### config.mk
export PLATFORM = sky130hd
export DESIGN_NAME = fp_trap_instruction_decoder
export DESIGN_NICKNAME = d
export VERILOG_FILES = /design/src/ftid_pkg.sv /design/src/ftid_decode.sv /design/src/fp_trap_instruction_decoder.sv
export VERILOG_INCLUDE_DIRS = /design/src /design/src/src
export SDC_FILE = /design/constraint.sdc
export NUM_CORES = 1
export LEC_CHECK = 0
export BUFFER_PORTS_ARGS = -buffer_cell sky130_fd_sc_hd__clkbuf_2
export CAP_MARGIN = 20
export CORE_ASPECT_RATIO = 0.5
export CORE_MARGIN = 1
export CORE_UTILIZATION = 24
export CTS_CLUSTER_SIZE = 12
export DETAILED_ROUTE_END_ITERATION = 6
export PLACE_DENSITY_LB_ADDON = 0.08
export SLEW_MARGIN = 5
export SYNTH_ARGS = -nofsm -noshare
export SYNTH_HDL_FRONTEND = slang
export SYNTH_SLANG_ARGS = --single-unit
### constraint.sdc
create_clock -name clk -period 8.3 [get_ports clk]
set_input_delay 0.415 -clock clk [delete_from_list [all_inputs] [get_ports clk]]
set_output_delay 0.415 -clock clk [all_outputs]
set_load 0.02 [all_outputs]
### src/fp_trap_instruction_decoder_defines.svh
// Assertion macros for the FP trap instruction decoder.
// Used by the top level; expects clk and rst_n in scope.
`ifndef FP_TRAP_INSTRUCTION_DECODER_DEFINES_SVH
`define FP_TRAP_INSTRUCTION_DECODER_DEFINES_SVH

// same-cycle implication, reset masked
`define FTID_ASSERT_NOW(label, ante, cons) \
  label: assert property (@(posedge clk) disable iff (!rst_n) (ante) |-> (cons)) \
    else $error("ftid same-cycle check failed");

// next-cycle implication, reset masked
`define FTID_ASSERT_NEXT(label, ante, cons) \
  label: assert property (@(posedge clk) disable iff (!rst_n) (ante) |=> (cons)) \
    else $error("ftid next-cycle check failed");

`endif

### src/ftid_pkg.sv
// Package for the FP trap instruction decoder: types, codes, opcode table.
// No dependencies; used by ftid_decode and fp_trap_instruction_decoder.
`timescale 1ns / 1ps

package ftid_pkg;

  localparam logic [31:0] FPOP_MASK   = 32'hc1f80000;
  localparam logic [31:0] FPOP1_MATCH = 32'h81a00000;
  localparam logic [31:0] FPOP2_MATCH = 32'h81a80000;
  localparam logic [2:0]  TT_INVALID_REG = 3'd6;
  localparam logic [2:0]  TT_NONE        = 3'd0;

  localparam logic [1:0] SZ_NONE   = 2'd0;
  localparam logic [1:0] SZ_SINGLE = 2'd1;
  localparam logic [1:0] SZ_QUAD   = 2'd3;

  typedef enum logic [1:0] {
    ST_EMULATE  = 2'd0,
    ST_UNKNOWN  = 2'd1,
    ST_MISMATCH = 2'd2,
    ST_BADREG   = 2'd3
  } ftid_status_t;

  typedef enum logic [1:0] {
    CLR_NONE  = 2'd0,
    CLR_LOWER = 2'd1,
    CLR_UPPER = 2'd2
  } ftid_clr_t;

  typedef struct packed {
    logic unit_used;
    logic lower_used;
    logic upper_used;
  } ftid_state_t;

  typedef struct packed {
    ftid_status_t status;
    logic [5:0]   op_index;
    logic [5:0]   src1_reg;
    logic [5:0]   src2_reg;
    logic [5:0]   dest_reg;
    logic         dest_is_fcc;
    logic         src1_zero;
    logic         src2_zero;
    logic         clear_status;
    ftid_clr_t    clear_bank;
    logic [2:0]   new_trap_type;
    logic         enable_fef;
  } ftid_res_t;

  // kind: [1:0] rs1 size, [3:2] rs2 size, [5:4] rd size, [11:8] trap type
  typedef struct packed {
    logic        hit;
    logic [5:0]  idx;
    logic [11:0] kind;
  } ftid_op_t;

  function automatic ftid_op_t op_lookup(input logic pop2, input logic [8:0] opf);
    ftid_op_t r;
    r = '0;
    r.hit = 1'b1;
    unique case ({pop2, opf})
      10'h003: begin r.idx = 6'd0;  r.kind = 12'h33c; end
      10'h007: begin r.idx = 6'd1;  r.kind = 12'h33c; end
      10'h00b: begin r.idx = 6'd2;  r.kind = 12'h33c; end
      10'h02b: begin r.idx = 6'd3;  r.kind = 12'h33c; end
      10'h043: begin r.idx = 6'd4;  r.kind = 12'h33f; end
      10'h047: begin r.idx = 6'd5;  r.kind = 12'h33f; end
      10'h04b: begin r.idx = 6'd6;  r.kind = 12'h33f; end
      10'h04f: begin r.idx = 6'd7;  r.kind = 12'h33f; end
      10'h06e: begin r.idx = 6'd8;  r.kind = 12'h33a; end
      10'h083: begin r.idx = 6'd9;  r.kind = 12'h32c; end
      10'h08c: begin r.idx = 6'd10; r.kind = 12'h338; end
      10'h0c7: begin r.idx = 6'd11; r.kind = 12'h31c; end
      10'h0cb: begin r.idx = 6'd12; r.kind = 12'h32c; end
      10'h0cc: begin r.idx = 6'd13; r.kind = 12'h334; end
      10'h0cd: begin r.idx = 6'd14; r.kind = 12'h334; end
      10'h0ce: begin r.idx = 6'd15; r.kind = 12'h338; end
      10'h0d3: begin r.idx = 6'd16; r.kind = 12'h31c; end
      10'h029: begin r.idx = 6'd17; r.kind = 12'h214; end
      10'h02a: begin r.idx = 6'd18; r.kind = 12'h228; end
      10'h041: begin r.idx = 6'd19; r.kind = 12'h215; end
      10'h042: begin r.idx = 6'd20; r.kind = 12'h22a; end
      10'h045: begin r.idx = 6'd21; r.kind = 12'h215; end
      10'h046: begin r.idx = 6'd22; r.kind = 12'h22a; end
      10'h049: begin r.idx = 6'd23; r.kind = 12'h215; end
      10'h04a: begin r.idx = 6'd24; r.kind = 12'h22a; end
      10'h04d: begin r.idx = 6'd25; r.kind = 12'h215; end
      10'h04e: begin r.idx = 6'd26; r.kind = 12'h22a; end
      10'h069: begin r.idx = 6'd27; r.kind = 12'h225; end
      10'h081: begin r.idx = 6'd28; r.kind = 12'h224; end
      10'h082: begin r.idx = 6'd29; r.kind = 12'h228; end
      10'h0c6: begin r.idx = 6'd30; r.kind = 12'h218; end
      10'h0c9: begin r.idx = 6'd31; r.kind = 12'h224; end
      10'h0d1: begin r.idx = 6'd32; r.kind = 12'h214; end
      10'h0d2: begin r.idx = 6'd33; r.kind = 12'h218; end
      10'h253: begin r.idx = 6'd34; r.kind = 12'h30f; end
      10'h257: begin r.idx = 6'd35; r.kind = 12'h30f; end
      default: begin r.hit = 1'b0; end
    endcase
    return r;
  endfunction

  // double and quad fields: bit 0 selects the upper bank
  function automatic logic [5:0] map_reg(input logic [1:0] size, input logic [4:0] field);
    if (size == SZ_SINGLE) begin
      return {1'b0, field};
    end
    return {field[0], field[4:1], 1'b0};
  endfunction

endpackage

### src/ftid_decode.sv
// Combinational decode of one trapped FPop word against current bank state.
// Depends on ftid_pkg.
`timescale 1ns / 1ps

module ftid_decode (
  input  logic [31:0]          instruction,
  input  logic [2:0]           trap_type,
  input  ftid_pkg::ftid_state_t st,
  output ftid_pkg::ftid_res_t  res,
  output ftid_pkg::ftid_state_t st_nxt
);
  import ftid_pkg::*;

  logic        grp_hit;
  logic        grp;
  ftid_op_t    lk;
  logic [1:0]  s1, s2, sd;
  logic [4:0]  f1, f2, fd;
  logic [5:0]  r1, r2, rd;
  logic        bad;

  assign grp_hit = ((instruction & FPOP_MASK) == FPOP1_MATCH) ||
                   ((instruction & FPOP_MASK) == FPOP2_MATCH);
  assign grp     = ((instruction & FPOP_MASK) == FPOP2_MATCH);
  assign lk      = op_lookup(grp, instruction[13:5]);

  assign s1 = lk.kind[1:0];
  assign s2 = lk.kind[3:2];
  assign sd = lk.kind[5:4];
  assign f1 = instruction[18:14];
  assign f2 = instruction[4:0];
  assign fd = instruction[29:25];
  assign r1 = map_reg(s1, f1);
  assign r2 = map_reg(s2, f2);
  assign rd = map_reg(sd, fd);

  assign bad = (s1 == SZ_QUAD && f1[1]) || (s2 == SZ_QUAD && f2[1]) ||
               (sd == SZ_QUAD && fd[1]);

  always_comb begin
    res = '0;
    res.new_trap_type = trap_type;
    st_nxt = st;
    if (!(grp_hit && lk.hit)) begin
      res.status = ST_UNKNOWN;
    end else if ({1'b0, trap_type} != lk.kind[11:8]) begin
      res.status = ST_MISMATCH;
    end else if (bad) begin
      res.status = ST_BADREG;
      res.new_trap_type = TT_INVALID_REG;
    end else begin
      res.status = ST_EMULATE;
      res.op_index = lk.idx;
      res.new_trap_type = TT_NONE;
      if (s1 != SZ_NONE) begin
        res.src1_reg  = r1;
        res.src1_zero = r1[5] ? !st.upper_used : !st.lower_used;
      end
      if (s2 != SZ_NONE) begin
        res.src2_reg  = r2;
        res.src2_zero = r2[5] ? !st.upper_used : !st.lower_used;
      end
      if (sd == SZ_NONE) begin
        res.dest_reg    = {4'b0, fd[1:0]};
        res.dest_is_fcc = 1'b1;
      end else begin
        res.dest_reg     = rd;
        res.enable_fef   = 1'b1;
        res.clear_status = !st.unit_used;
        st_nxt.unit_used = 1'b1;
        if (rd[5]) begin
          if (!st.upper_used) res.clear_bank = CLR_UPPER;
          st_nxt.upper_used = 1'b1;
        end else begin
          if (!st.lower_used) res.clear_bank = CLR_LOWER;
          st_nxt.lower_used = 1'b1;
        end
      end
    end
  end

endmodule

### src/fp_trap_instruction_decoder.sv
// Channel  Ports                               Direction
// in       in_valid/in_stall, instruction, tt  word in
// out      out_valid/out_stall, 12 fields      word out
//
// One word per cycle sustained while out_stall is low; each word is held in the input
// register and is then decoded into the result register.
// out_valid rises once the word has moved from the input register into the result register.
// rst_n (synchronous) clears valids and the unit/bank usage bits.
// out_stall holds the result; one more word waits in the input register.
// Top level of the FP trap instruction decoder; uses ftid_pkg, ftid_decode
// and the assertion macros header.
`timescale 1ns / 1ps
`include "fp_trap_instruction_decoder_defines.svh"

module fp_trap_instruction_decoder (
  input  logic        clk,
  input  logic        rst_n,
  input  logic        in_valid,
  output logic        in_stall,
  input  logic [31:0] in_instruction,
  input  logic [2:0]  in_trap_type,
  output logic        out_valid,
  input  logic        out_stall,
  output logic [1:0]  out_status,
  output logic [5:0]  out_op_index,
  output logic [5:0]  out_src1_reg,
  output logic [5:0]  out_src2_reg,
  output logic [5:0]  out_dest_reg,
  output logic        out_dest_is_fcc,
  output logic        out_src1_zero,
  output logic        out_src2_zero,
  output logic        out_clear_status,
  output logic [1:0]  out_clear_bank,
  output logic [2:0]  out_new_trap_type,
  output logic        out_enable_fef
);
  import ftid_pkg::*;

  logic        ir_valid_r, ir_valid_nxt;
  logic [31:0] ir_ins_r;
  logic [2:0]  ir_tt_r;
  logic        out_valid_r, out_valid_nxt;
  ftid_res_t   res_r, res_nxt;
  ftid_state_t st_r, st_nxt;
  logic        out_free, ld, acc;

  assign out_free = !out_valid_r || !out_stall;
  assign ld       = ir_valid_r && out_free;
  assign in_stall = ir_valid_r && !out_free;
  assign acc      = in_valid && !in_stall;

  ftid_decode u_dec (
    .instruction (ir_ins_r),
    .trap_type   (ir_tt_r),
    .st          (st_r),
    .res         (res_nxt),
    .st_nxt      (st_nxt)
  );

  always_comb begin
    ir_valid_nxt = ir_valid_r;
    if (acc) begin
      ir_valid_nxt = 1'b1;
    end else if (ld) begin
      ir_valid_nxt = 1'b0;
    end
    out_valid_nxt = out_valid_r;
    if (ld) begin
      out_valid_nxt = 1'b1;
    end else if (!out_stall) begin
      out_valid_nxt = 1'b0;
    end
  end

  always_ff @(posedge clk) begin
    if (!rst_n) begin
      ir_valid_r  <= 1'b0;
      out_valid_r <= 1'b0;
      st_r        <= '0;
    end else begin
      ir_valid_r  <= ir_valid_nxt;
      out_valid_r <= out_valid_nxt;
      if (ld) st_r <= st_nxt;
    end
  end

  always_ff @(posedge clk) begin
    if (acc) begin
      ir_ins_r <= in_instruction;
      ir_tt_r  <= in_trap_type;
    end
    if (ld) res_r <= res_nxt;
  end

  assign out_valid         = out_valid_r;
  assign out_status        = res_r.status;
  assign out_op_index      = res_r.op_index;
  assign out_src1_reg      = res_r.src1_reg;
  assign out_src2_reg      = res_r.src2_reg;
  assign out_dest_reg      = res_r.dest_reg;
  assign out_dest_is_fcc   = res_r.dest_is_fcc;
  assign out_src1_zero     = res_r.src1_zero;
  assign out_src2_zero     = res_r.src2_zero;
  assign out_clear_status  = res_r.clear_status;
  assign out_clear_bank    = res_r.clear_bank;
  assign out_new_trap_type = res_r.new_trap_type;
  assign out_enable_fef    = res_r.enable_fef;

  `FTID_ASSERT_NOW(a_reject_clean, out_valid_r && res_r.status != ST_EMULATE, res_r.op_index == 6'd0 && !res_r.enable_fef && res_r.clear_bank == CLR_NONE)
  `FTID_ASSERT_NOW(a_fcc_no_write, out_valid_r && res_r.dest_is_fcc, !res_r.enable_fef && !res_r.clear_status)
  `FTID_ASSERT_NOW(a_clear_needs_write, out_valid_r && res_r.clear_bank != CLR_NONE, res_r.enable_fef && st_r.unit_used)
  `FTID_ASSERT_NEXT(a_unit_sticky, st_r.unit_used, st_r.unit_used)

endmodule

== Yosys cells after proc, flatten, opt, wreduce, memory -nomap -nowiden ==
Index checks and enable logic that the tools add are counted.
W data, S select, Z words.

* Register bits after elaboration: 76
* Bits in latches: 0
* RAM bits: 0
* ROM bits: 0
* Input port bits: 39
* Output and inout port bits: 38
* Word-level logic and storage cells: 138
* Memories: 0

* Add/subtract/negate cells: 0
* $mul: 0
* Divide/modulo/power cells: 0
* $lt $le $gt $ge: 0
* Equal/unequal tests: 46
* Shift operators: 0
* Muxes and demuxes: 29
* Bitwise operators: 9
* Reduce and logical (&&, ||, !) cells: 32

{| class="wikitable"
|+ Operator list
! operator !! number
|-
| $pmux W18 S36 || 1
|-
| $eq A10 B7 Y1 const B || 14
|-
| $eq A10 B8 Y1 const B || 14
|-
| $mux W6 || 6
|-
| $reduce_or A36 Y1 || 1
|-
| $eq A10 B6 Y1 const B || 3
|-
| $eq A10 B10 Y1 const B || 2
|-
| $eq A8 B8 Y1 const B || 2
|-
| $mux W1 || 14
|-
| $reduce_and A6 Y1 || 2
|-
| $reduce_or A4 Y1 || 3
|-
| $eq A10 B2 Y1 const B || 1
|-
| $eq A10 B3 Y1 const B || 1
|-
| $eq A10 B4 Y1 const B || 1
|-
| $mux W2 || 5
|-
| $reduce_or A5 Y1 || 2
|-
| $not A1 Y1 || 9
|-
| $mux W4 || 2
|-
| $logic_and A1 B1 Y1 || 7
|-
| $logic_not A1 Y1 || 7
|-
| $eq A2 B1 Y1 const B || 3
|-
| $eq A2 B2 Y1 const B || 3
|-
| $reduce_bool A2 Y1 || 3
|-
| $reduce_and A5 Y1 || 1
|-
| 6 further kinds || 9
|}

== Longest topological paths before layout ==
Gate-level depths: netlist (run 1).

* Depth after elaboration: 10
* Mapped depth: 11
* Gate-level depth less buffers: 7

== By module ==
Synthesis (run 1) repeated with hierarchy kept, for this count alone.

* Cells, all modules: 360
* Area, all modules: 4154.0 sq um

{| class="wikitable"
|+ Modules (own cells, without submodules)
! module !! instances !! cells an instance !! area each (sq um) !! seq. area each (sq um)
|-
| fp_trap_instruction_decoder || 1 || 92 || 2341.0 || 2232.1
|-
| ftid_decode || 1 || 268 || 1813.0 || 0.0
|}

== Worst setup path after synthesis (run 1) ==
OpenSTA, ideal clock, no wires.

* Kind: input -> register
* Start: in out_stall
* End: reg st_r[1] in the netlist's numbering
* Arrival: 3.835 ns
* Data required time: 8.195 ns
* Path slack: 4.360 ns
* Stages: 3
* Path buffers: 0
* Cells stage by stage: a21boi_0 nand2_1 o41ai_1

* Word-level cells in the longest chain between the ends: 4

{| class="wikitable"
|+ RTL lines
! what !! line !! RTL
|-
| from (decl) || fp_trap_instruction_decoder.sv:23 || <nowiki>input logic out_stall,</nowiki>
|-
| $logic_not A1 Y1 || - ||
|-
| $logic_or A1 B1 Y1 || fp_trap_instruction_decoder.sv:47 || <nowiki>assign out_free = !out_valid_r || !out_stall;</nowiki>
|-
| $logic_and A1 B1 Y1 || fp_trap_instruction_decoder.sv:48 || <nowiki>assign ld = ir_valid_r && out_free;</nowiki>
|-
| $reduce_and A6 Y1 (no source line) || - ||
|-
| to (signal assigned) || fp_trap_instruction_decoder.sv:83 || <nowiki>if (ld) st_r <= st_nxt;</nowiki>
|-
| to (decl) || fp_trap_instruction_decoder.sv:44 || <nowiki>ftid_state_t st_r, st_nxt;</nowiki>
|}

No other way between the ends.
A chain may end at the register's enable or synchronous reset.

== Worst setup path after layout (run 1) ==
* Start: reg ir_ins_r[7]
* End: reg res_r (netlist bit out_src1_reg[5]), data pin

* Word-level cells in the longest chain between the ends: 7
* Elaborated cells on any way between the ends: 56
* Classes of those cells: eq/ne: 41; mux: 4; bitwise: 2; reduce/logical: 9

{| class="wikitable"
|+ RTL lines
! what !! line !! RTL
|-
| from (decl) || fp_trap_instruction_decoder.sv:40 || <nowiki>logic [31:0] ir_ins_r;</nowiki>
|-
| from (signal assigned) || fp_trap_instruction_decoder.sv:89 || <nowiki>ir_ins_r <= in_instruction;</nowiki>
|-
| $eq A10 B10 Y1, or another cell as far along || ftid_pkg.sv:62 || <nowiki>unique case ({pop2, opf})</nowiki>
|-
| $pmux W18 S36 || ftid_pkg.sv:62 ||
|-
| $eq A2 B2 Y1 || ftid_decode.sv:37 || <nowiki>assign bad = (s1 == SZ_QUAD && f1[1]) || (s2 == SZ_QUAD && f2[1]) ||</nowiki>
|-
| $logic_and A1 B1 Y1 || ftid_decode.sv:37 ||
|-
| $logic_or A1 B1 Y1 (2 in a row) || ftid_decode.sv:37 ||
|-
| $reduce_or A4 Y1 (no source line) || - ||
|-
| to (signal assigned) || fp_trap_instruction_decoder.sv:92 || <nowiki>if (ld) res_r <= res_nxt;</nowiki>
|-
| to (decl) || fp_trap_instruction_decoder.sv:43 || <nowiki>ftid_res_t res_r, res_nxt;</nowiki>
|}

Several ways; a longest one is shown, not always the timed one.

==> impl_metrics.env, run 1 <==
export IMPL_internal_power_uw=704
export IMPL_synth_largest_area_cell="edfxtp_1"
export IMPL_grt_ovfl_total=0
export IMPL_cts_tree="built"
export IMPL_drc=0
export IMPL_synth_warnings=0
export IMPL_design_area_um2=4970
export IMPL_drtIter0Drc=246
export IMPL_numCtsBuffers=9
export IMPL_start_util_pct=24.6
export IMPL_yosysUniqueCellTypes=70
export IMPL_synth_edf_count=71
export IMPL_rsz0062_at_grt="false"
export IMPL_crit_path_max_fanout=30
export IMPL_routed_wl_mm=11.8
export IMPL_crit_family="compound AO/OA/AOI/OAI gates"
export IMPL_syn_area_um2=4030
export IMPL_hold_viol_final=0
export IMPL_antenna_cells=0
export IMPL_switchingPower_uw=229
export IMPL_cts_sinks=76
export IMPL_clkPwrFrac_pct=41.9
export IMPL_antenna_found_initial=0
export IMPL_max_flop_register="ir_ins_r"
export IMPL_combPwrFrac_pct=8.8
export IMPL_hpwlAfterDp_mm=8.49
export IMPL_cp_num_buf_inv=1
export IMPL_synth_top_family_by_area="simple AND/OR/NAND/NOR gates"
export IMPL_cts_hold_buf=0
export IMPL_swShare_pct=24.6
export IMPL_synth_xor_area_share_pct=0.652
export IMPL_grt_pass1_vias=3089
export IMPL_clk_pin_slew_ns=0.06
export IMPL_syn_mean_instance_area_um2=11.7
export IMPL_drive_gt1_share_pct=28.7
export IMPL_synth_nets=382
export IMPL_fmax_mhz=267
export IMPL_worst_pin_slew_ns=1.09
export IMPL_place_gp_congestion=0.829
export IMPL_place_area_um2=4650
export IMPL_cts_root_buf="clkbuf_16"
export IMPL_netlist_top_cells_area="edfxtp_1, nor3_1, dfxtp_1"
export IMPL_synthMuxAreaShare_pct=1.06
export IMPL_grt_usage_pct=14.1
export IMPL_wire_per_inst_um=18.3
export IMPL_cp_required_ns=8.34
export IMPL_core_region_area_um2=16400
export IMPL_crit_arrival_ns=3.79
export IMPL_crit_start="ir_ins_r[7]$_DFFE_PP_"
export IMPL_min_period_ns=3.74
export IMPL_area_delta_synth_final_pct=23.4
export IMPL_async_flop_share_pct=0
export IMPL_cts_setup_buffers=0
export IMPL_fp_dieH_um=93.6
export IMPL_grt_pass1_wl_mm=18.2
export IMPL_fin_util_pct=30.3
export IMPL_synth_flop_cell="edfxtp_1"
export IMPL_cts_buffer_depth=2
export IMPL_htree_levels=3
export IMPL_power_frac_seq_pct=49.3
export IMPL_power_static_leakage_uw=0.00174
export IMPL_nets=452
export IMPL_ir_drop_uv=87.1
export IMPL_firstDrtPassIters=5
export IMPL_hold_path_class="in -> reg"
export IMPL_finalCritPeriodShare_pct=45.1
export IMPL_cts_resized=0
export IMPL_dieArea_um2=17300
export IMPL_critPathKind="reg -> reg"
export IMPL_synth_cells=343
export IMPL_cap_violations=0
export IMPL_outcome="complete, no violations"
export IMPL_powerDensity_nw_per_um2=188
export IMPL_yosysSeqAreaShare_pct=55.4
export IMPL_maxSlewHeadroom_pct=26.7
export IMPL_grt_max_degree=36
export IMPL_largest_reg_flops=32
export IMPL_cpPeakStageDelay_ns=0.78
export IMPL_clk_latency_ns=0.34
export IMPL_worst_setup_path_end_kind="flop"
export IMPL_r2r_start="ir_ins_r[7]$_DFFE_PP_"
export IMPL_maxSlewViolCount=0
export IMPL_finalSetupViolations=0
export IMPL_synth_compound_area_share_pct=14.0
export IMPL_fin_skew_ns=0.00935
export IMPL_num_vias=3182
export IMPL_cp_start_kind="flop"
export IMPL_io_buffer_count=76
export IMPL_antenna_left=0
export IMPL_synth_adder_area_share_pct=0
export IMPL_io_pins=77
export IMPL_ys_ff_latch=76
export IMPL_yosys_area_top_type_share_pct=52.9
export IMPL_die_width_um=185
export IMPL_fin_setup_tns_ns=0
export IMPL_holdCritStartpoint="in_instruction[17]"
export IMPL_yosys_area_share_simple_pct=24.7
export IMPL_viasPerCell=4.93
export IMPL_row_count=33
export IMPL_crit_slowest_cell="nor3b_1"
export IMPL_path_cells="nor3b_1, o211a_1, a211oi_1, a21oi_1, nor3_4, o311ai_4, buf_4, nor4_1"
[cells by family (layout without fill, tap and decap cells)]
logic type | after synthesis | after routing
xor+xnor | 3 | 3
flops | 76 | 76
mux | 4 | 4
compound gates | 75 | 75
buf+inv | 33 | 108
simple gates | 152 | 152
[cells in the final DEF, fill, tap and decap left out, drive strengths merged, types with 4 or more instances in the layout]
cell / n
and2: 6
nor3b: 8
dfxtp: 5
nand2b: 8
nor4b: 12
nor2b: 11
nand2: 23
inv: 11
nor2: 13
a21oi: 10
edfxtp: 71
o21ai: 12
buf: 6
o211ai: 5
nor3: 23
a211oi: 4
a31oi: 6
o21a: 5
clkbuf: 86
nor4: 12
nand3: 14
[power by group through the flow]
stage	registers [uW]	clock network, uW	logic, uW
floorplan	468	0	46.0
global placement	468	0	79.8
detailed placement	468	0	81.3
CTS	460	406	81.7
global route	463	420	89.3
finish	460	391	82.3
[stage by stage]
stage / std cells / power [uW] / setup WS (ns) / hold WS (ns)
after floorplan: 343 / 514 / 4.36 / 0.418
after global placement: 625 / 548 / 4.21 / 0.470
after detailed placement: 627 / 550 / 4.41 / 0.457
after CTS: 643 / 948 / 4.36 / 0.234
after global routing: 645 / 973 / 4.26 / 0.234
final: 645 / 934 / 4.56 / 0.251
[per-layer routing]
metal,vias up,share of wire (%),GRT usage [%]
met5,-,0,0
met4,0,0.91,3.37
met3,11,5.7,3.54
met2,108,46,21.7
met1,1555,47,19.8
li1,1508,-,-
[path summary, 6_finish.rpt]
check / endpoint / slack, ns / depth (start not counted)
hold reg to reg: st_r[2]$_SDFFE_PN0P_ / 0.48 / 2
hold / removal: ir_ins_r[17]$_DFFE_PP_ / 0.25 / 1
setup reg to reg: out_src1_reg[5]$_SDFFCE_PP0P_ / 4.56 / 8
setup / recovery: out_src1_reg[5]$_SDFFCE_PP0P_ / 4.56 / 8
[cell usage after synthesis (8+ instances only)]
| library cell | n |
|---|---|
| edfxtp_1 | 71 |
| nand2_1 | 23 |
| nor3_1 | 21 |
| nand3_1 | 14 |
| nor2_1 | 13 |
| buf_2 | 11 |
| nor2b_1 | 11 |
| nor4_1 | 11 |
| a21oi_1 | 10 |
| inv_1 | 10 |
| o21ai_0 | 9 |
| nand2b_1 | 8 |
| nor3b_1 | 8 |
[cell type report]
cell class	instances	area, um2
fillers	1707	11400
flip-flops and latches	76	2230
multi-input cells	234	1650
repair buffers	82	478
well taps	227	284
clock buffers	10	229
clock inverters	6	65.1
inverters	10	37.5
(Power assumes the default switching activity.)
==> run 2, diff against run 1 <==
Clock period 8.3 ns to 3.5 ns, I/O delays scaled along.
==> impl_metrics.env, run 2 (synthesis gave the netlist of run 1 again) <==
export IMPL_outcome="complete, no violations"
export IMPL_r2r_start="ir_ins_r[7]$_DFFE_PP_"
export IMPL_fin_skew_ns=0.0115
export IMPL_maxSlewViolCount=0
export IMPL_dr_wl_met3_um=513
export IMPL_worst_pin_slew_ns=0.847
export IMPL_max_flop_register="ir_ins_r"
export IMPL_grt_ovfl_total=0
export IMPL_drc=0
export IMPL_fp_dieH_um=93.6
export IMPL_drive_gt1_share_pct=32.9
export IMPL_hpwlAfterDp_mm=10.2
export IMPL_powerDensity_nw_per_um2=418
export IMPL_routed_wl_mm=13.6
export IMPL_power_static_leakage_uw=0.00200
export IMPL_cts_tree="built"
export IMPL_dieArea_um2=17300
export IMPL_area_delta_synth_final_pct=35.4
export IMPL_drtIter0Drc=183
export IMPL_layout_common_cells="clkbuf_2, edfxtp_1, buf_4, nand2_1, nor3_1"
export IMPL_route_met2_wl_mm=5.90
export IMPL_grt_usage_pct=16.2
export IMPL_hold_viol_final=0
export IMPL_cp_num_buf_inv=2
export IMPL_wl_met1_mm=7.03
export IMPL_cpMostUsedCell="buf_4"
export IMPL_worst_setup_path_end_kind="flop"
export IMPL_antenna_found_initial=0
export IMPL_path_cells="buf_4, and4b_1, a32oi_1, a41oi_1, or4_4, buf_4, nor3_2, nor3b_1"
export IMPL_critPathKind="reg -> reg"
export IMPL_numCtsBuffers=9
export IMPL_cts_resized=0
export IMPL_worstSetupEndpoint="out_dest_is_fcc$_SDFFCE_PP0P_"
export IMPL_min_period_ns=3.19
export IMPL_finalSetupViolations=0
export IMPL_clk_pin_slew_ns=0.07
export IMPL_ir_drop_uv=236
export IMPL_fin_setup_tns_ns=0
export IMPL_die_width_um=185
export IMPL_r2r_slack_ns=0.31
export IMPL_viasPerCell=4.84
export IMPL_crit_arrival_ns=3.36
export IMPL_top_layer="met4"
export IMPL_fmax_mhz=313
export IMPL_path_depth=8
export IMPL_crit_path_max_fanout=12
export IMPL_cap_violations=0
export IMPL_cts_setup_buffers=0
export IMPL_firstDrtPassIters=4
export IMPL_clk_latency_ns=0.34
export IMPL_io_pins=77
export IMPL_cp_start_kind="flop"
export IMPL_final_common_cell="clkbuf_2"
export IMPL_largest_reg_flops=32
export IMPL_crit_slowest_cell="nor3_2"
export IMPL_pre_cts_slack_ns=0.313
export IMPL_core_region_area_um2=16400
export IMPL_cp_required_ns=3.67
export IMPL_setup_slack_ns=0.310
export IMPL_cpPeakStageDelay_ns=0.60
export IMPL_nets=508
export IMPL_grt_pass1_vias=3373
export IMPL_cts_buffer_depth=2
export IMPL_place_gp_congestion=0.785
export IMPL_crit_family="simple AND/OR/NAND/NOR gates"
export IMPL_antenna_cells=0
export IMPL_grt_max_degree=36
export IMPL_num_vias=3393
export IMPL_crit_start="ir_ins_r[7]$_DFFE_PP_"
export IMPL_rsz0062_at_grt="false"
export IMPL_start_util_pct=24.6
export IMPL_maxSlewHeadroom_pct=43.4
export IMPL_grt_pass1_wl_mm=20.5
export IMPL_timing_reg2reg_worst_path_depth=8
export IMPL_antenna_left=0
export IMPL_htree_levels=3
export IMPL_cts_hold_buf=18
export IMPL_cts_root_buf="clkbuf_16"
export IMPL_io_buffer_count=76
export IMPL_hold_path_class="in -> reg"
export IMPL_row_count=33
export IMPL_wire_per_inst_um=19.4
export IMPL_cts_sinks=76
export IMPL_finalCritPeriodShare_pct=91.2
export IMPL_worstReg2RegEnd="out_dest_is_fcc$_SDFFCE_PP0P_"
[run 2: cell count changes in the layout (fill, tap and decap cells not counted), sizes merged]
cell         previous run  this run
buf                     6        43
dlygate4sd3             0        19
[run 2: layout make-up]
type | count | area, um2
Inverter | 10 | 37.5
Multi-Input combinational cell | 234 | 1650
Timing Repair Buffer | 138 | 963
Sequential cell | 76 | 2230
Fill cell | 1681 | 10900
Clock buffer | 10 | 229
Tap cell | 227 | 284
Clock inverter | 6 | 63.8
[run 2: stage by stage]
stage | hold slack [ns] | utilization, % | cells | cell area [um2] | power, uW
after floorplan | 0.274 | - | 343 | 4030 | 1220
after global placement | 0.353 | 30.2 | 665 | 4950 | 1340
after detailed placement | 0.354 | 30.2 | 665 | 4950 | 1340
after CTS | 0.000740 | 33.1 | 699 | 5420 | 2300
after global routing | 0.00269 | 33.3 | 701 | 5460 | 2370
final | 0.00584 | 33.3 | 701 | 5460 | 2280
[run 2: worst min-delay path by stage]
stage,start,end,cells after the start,slack (ns)
6_report,in_instruction[7],ir_ins_r[7]$_DFFE_PP_,1,0.006
3_3_place_gp,in_instruction[23],ir_ins_r[23]$_DFFE_PP_,1,0.35
2_1_floorplan,in_instruction[0],ir_ins_r[0]$_DFFE_PP_,0,0.27
3_5_place_dp,in_instruction[15],ir_ins_r[15]$_DFFE_PP_,1,0.35
4_1_cts,in_instruction[7],ir_ins_r[7]$_DFFE_PP_,1,0.0007
5_1_grt,in_instruction[3],ir_ins_r[3]$_DFFE_PP_,1,0.003
[run 2: metal layers]
metal | up-vias | GRT usage, %
li1 | 1612 | -
met1 | 1698 | 23.5
met2 | 70 | 24.6
met3 | 13 | 3.35
met4 | 0 | 3.51
met5 | - | 0
[run 2: power by group]
group	switching, uW	internal [uW]
combinational	162	109
clock	392	553
sequential	23.3	1040
==> run 3, diff against run 2 <==
Settings changed: CORE_UTILIZATION 24 to 50.
==> impl_metrics.env, run 3 (synthesis gave the netlist of run 1 again) <==
export IMPL_outcome="complete, no violations"
export IMPL_die_width_um=129
export IMPL_rsz0062_at_grt="false"
export IMPL_layout_common_cells="clkbuf_2, edfxtp_1, buf_4, nand2_1, nor3_1"
export IMPL_grt_max_degree=38
export IMPL_hold_viol_final=0
export IMPL_antenna_found_initial=0
export IMPL_maxSlewHeadroom_pct=33.1
export IMPL_critPathKind="reg -> reg"
export IMPL_cap_violations=0
export IMPL_crit_slowest_cell="edfxtp_1"
export IMPL_power_static_leakage_uw=0.00184
export IMPL_path_cells="buf_4, nor4b_1, a32oi_1, a41oi_1, or4_4, o211ai_2, o311ai_4, buf_12, nor4b_1"
export IMPL_drive_gt1_share_pct=33.3
export IMPL_nets=479
export IMPL_finalCritPeriodShare_pct=92.4
export IMPL_max_flop_register="ir_ins_r"
export IMPL_ir_drop_uv=270
export IMPL_grt_ovfl_total=0
export IMPL_hold_path_class="in -> reg"
export IMPL_worst_pin_slew_ns=1.00
export IMPL_io_pins=77
export IMPL_fmax_mhz=309
export IMPL_worst_setup_path_end_kind="flop"
export IMPL_wire_per_inst_um=19.8
export IMPL_grt_pass1_wl_mm=16.5
export IMPL_finalSetupViolations=0
export IMPL_cp_start_kind="flop"
export IMPL_antenna_left=0
export IMPL_grt_pass1_vias=3209
export IMPL_cpMostUsedCell="nor4b_1"
export IMPL_final_cells=553
export IMPL_crit_arrival_ns=3.36
export IMPL_start_util_pct=53.2
export IMPL_routed_wl_mm=10.9
export IMPL_num_vias=3391
export IMPL_cts_tree="built"
export IMPL_dieArea_um2=8450
export IMPL_cts_root_buf="clkbuf_16"
export IMPL_placedCellCount=529
export IMPL_htree_levels=3
export IMPL_drtIter0Drc=352
export IMPL_cpPeakStageDelay_ns=0.60
export IMPL_hpwlAfterDp_mm=7.61
export IMPL_viasPerCell=6.13
export IMPL_firstDrtPassIters=7
export IMPL_io_buffer_count=76
export IMPL_cp_required_ns=3.63
export IMPL_fin_setup_tns_ns=0
export IMPL_grt_usage_pct=26.9
export IMPL_cts_buffer_depth=2
export IMPL_largest_reg_flops=32
export IMPL_numCtsBuffers=9
export IMPL_cp_num_buf_inv=2
export IMPL_area_delta_synth_final_pct=24.2
export IMPL_maxSlewViolCount=0
export IMPL_fin_skew_ns=0.00651
export IMPL_powerDensity_nw_per_um2=434
export IMPL_cts_sinks=76
export IMPL_place_gp_congestion=1.01
export IMPL_min_period_ns=3.23
export IMPL_antenna_cells=0
export IMPL_drc=0
export IMPL_p_total_uw=2180
export IMPL_fp_dieH_um=65.5
export IMPL_crit_path_max_fanout=19
export IMPL_clk_latency_ns=0.34
export IMPL_core_region_area_um2=7570
export IMPL_crit_family="simple AND/OR/NAND/NOR gates"
export IMPL_final_common_cell="clkbuf_2"
export IMPL_row_count=22
export IMPL_clk_pin_slew_ns=0.06
-- run 3: cell count changes in the layout (fill, tap and decap cells not counted), sizes merged --
cell | previous run | this run
buf | 43 | 31
bufinv | 1 | 0
clkbuf | 86 | 85
clkinv | 3 | 0
clkinvlp | 1 | 4
dlygate4sd3 | 19 | 2
inv | 11 | 13
-- run 3: area by class of cell --
type                    count  area (um2)
inverters                  10        37.5
well taps                 108         135
clock buffers               9         225
multi-input cells         234        1660
repair buffers            109         658
fillers                   587        2560
clock inverters             7        58.8
flip-flops and latches     76        2230
-- run 3: where the power goes --
| part | switching [uW] | internal (uW) | leakage (uW) |
|---|---|---|---|
| Sequential | 30.2 | 1040 | 0.000697 |
| Clock | 382 | 489 | 0.000127 |
| Combinational | 143 | 88.6 | 0.00102 |
| Total | 555 | 1620 | 0.00184 |
-- run 3: through the flow --
stage / setup slack (ns) / hold slack [ns] / area (um2) / utilization (%)
6_report: 0.265 / 0.00822 / 5010 / 66.1
5_1_grt: 0.0234 / 0.000127 / 5010 / 66.1
4_1_cts: 0.158 / 0.000560 / 4930 / 65.1
3_5_place_dp: 0.253 / 0.354 / 4650 / 61.4
3_3_place_gp: 0.204 / 0.351 / 4650 / 61.4
2_1_floorplan: 0.669 / 0.274 / 4030 / -
-- run 3: metal layers --
layer,vias up,global-route usage [%],wire length (um)
li1,1550,-,-
met1,1618,35.8,4900
met2,196,41.6,4920
met3,27,8.31,875
met4,0,9.41,229
met5,-,1.96,0
-- run 3: worst reg2reg max path, delay by kind of cell (launching register included) --
family | cells | cell delay [ns]
AOI/OAI and AO/OA | 4 | 0.93
DFF | 1 | 0.60
buffers and inverters | 2 | 0.49
and+or+nand+nor | 3 | 1.01
-- run 3: timing repair --
action | in CTS | in global routing
gates resized for setup | 0 | 2
hold buffers | 0 | 2
buffers inserted | 0 | 6
endpoints found under the setup margin | 0 | 2
endpoints found under the hold margin | 0 | 2
-- run 3: path summary, 6_finish.rpt --
path | from | endpoint | slack [ns] | depth (start not counted)
setup / recovery | ir_ins_r[11]$_DFFE_PP_ | out_src1_reg[3]$_SDFFCE_PP0P_ | 0.27 | 9
hold / removal | in_instruction[1] | ir_ins_r[1]$_DFFE_PP_ | 0.008 | 1
setup reg to reg | ir_ins_r[11]$_DFFE_PP_ | out_src1_reg[3]$_SDFFCE_PP0P_ | 0.27 | 9
hold reg to reg | st_r[2]$_SDFFE_PN0P_ | st_r[2]$_SDFFE_PN0P_ | 0.46 | 2
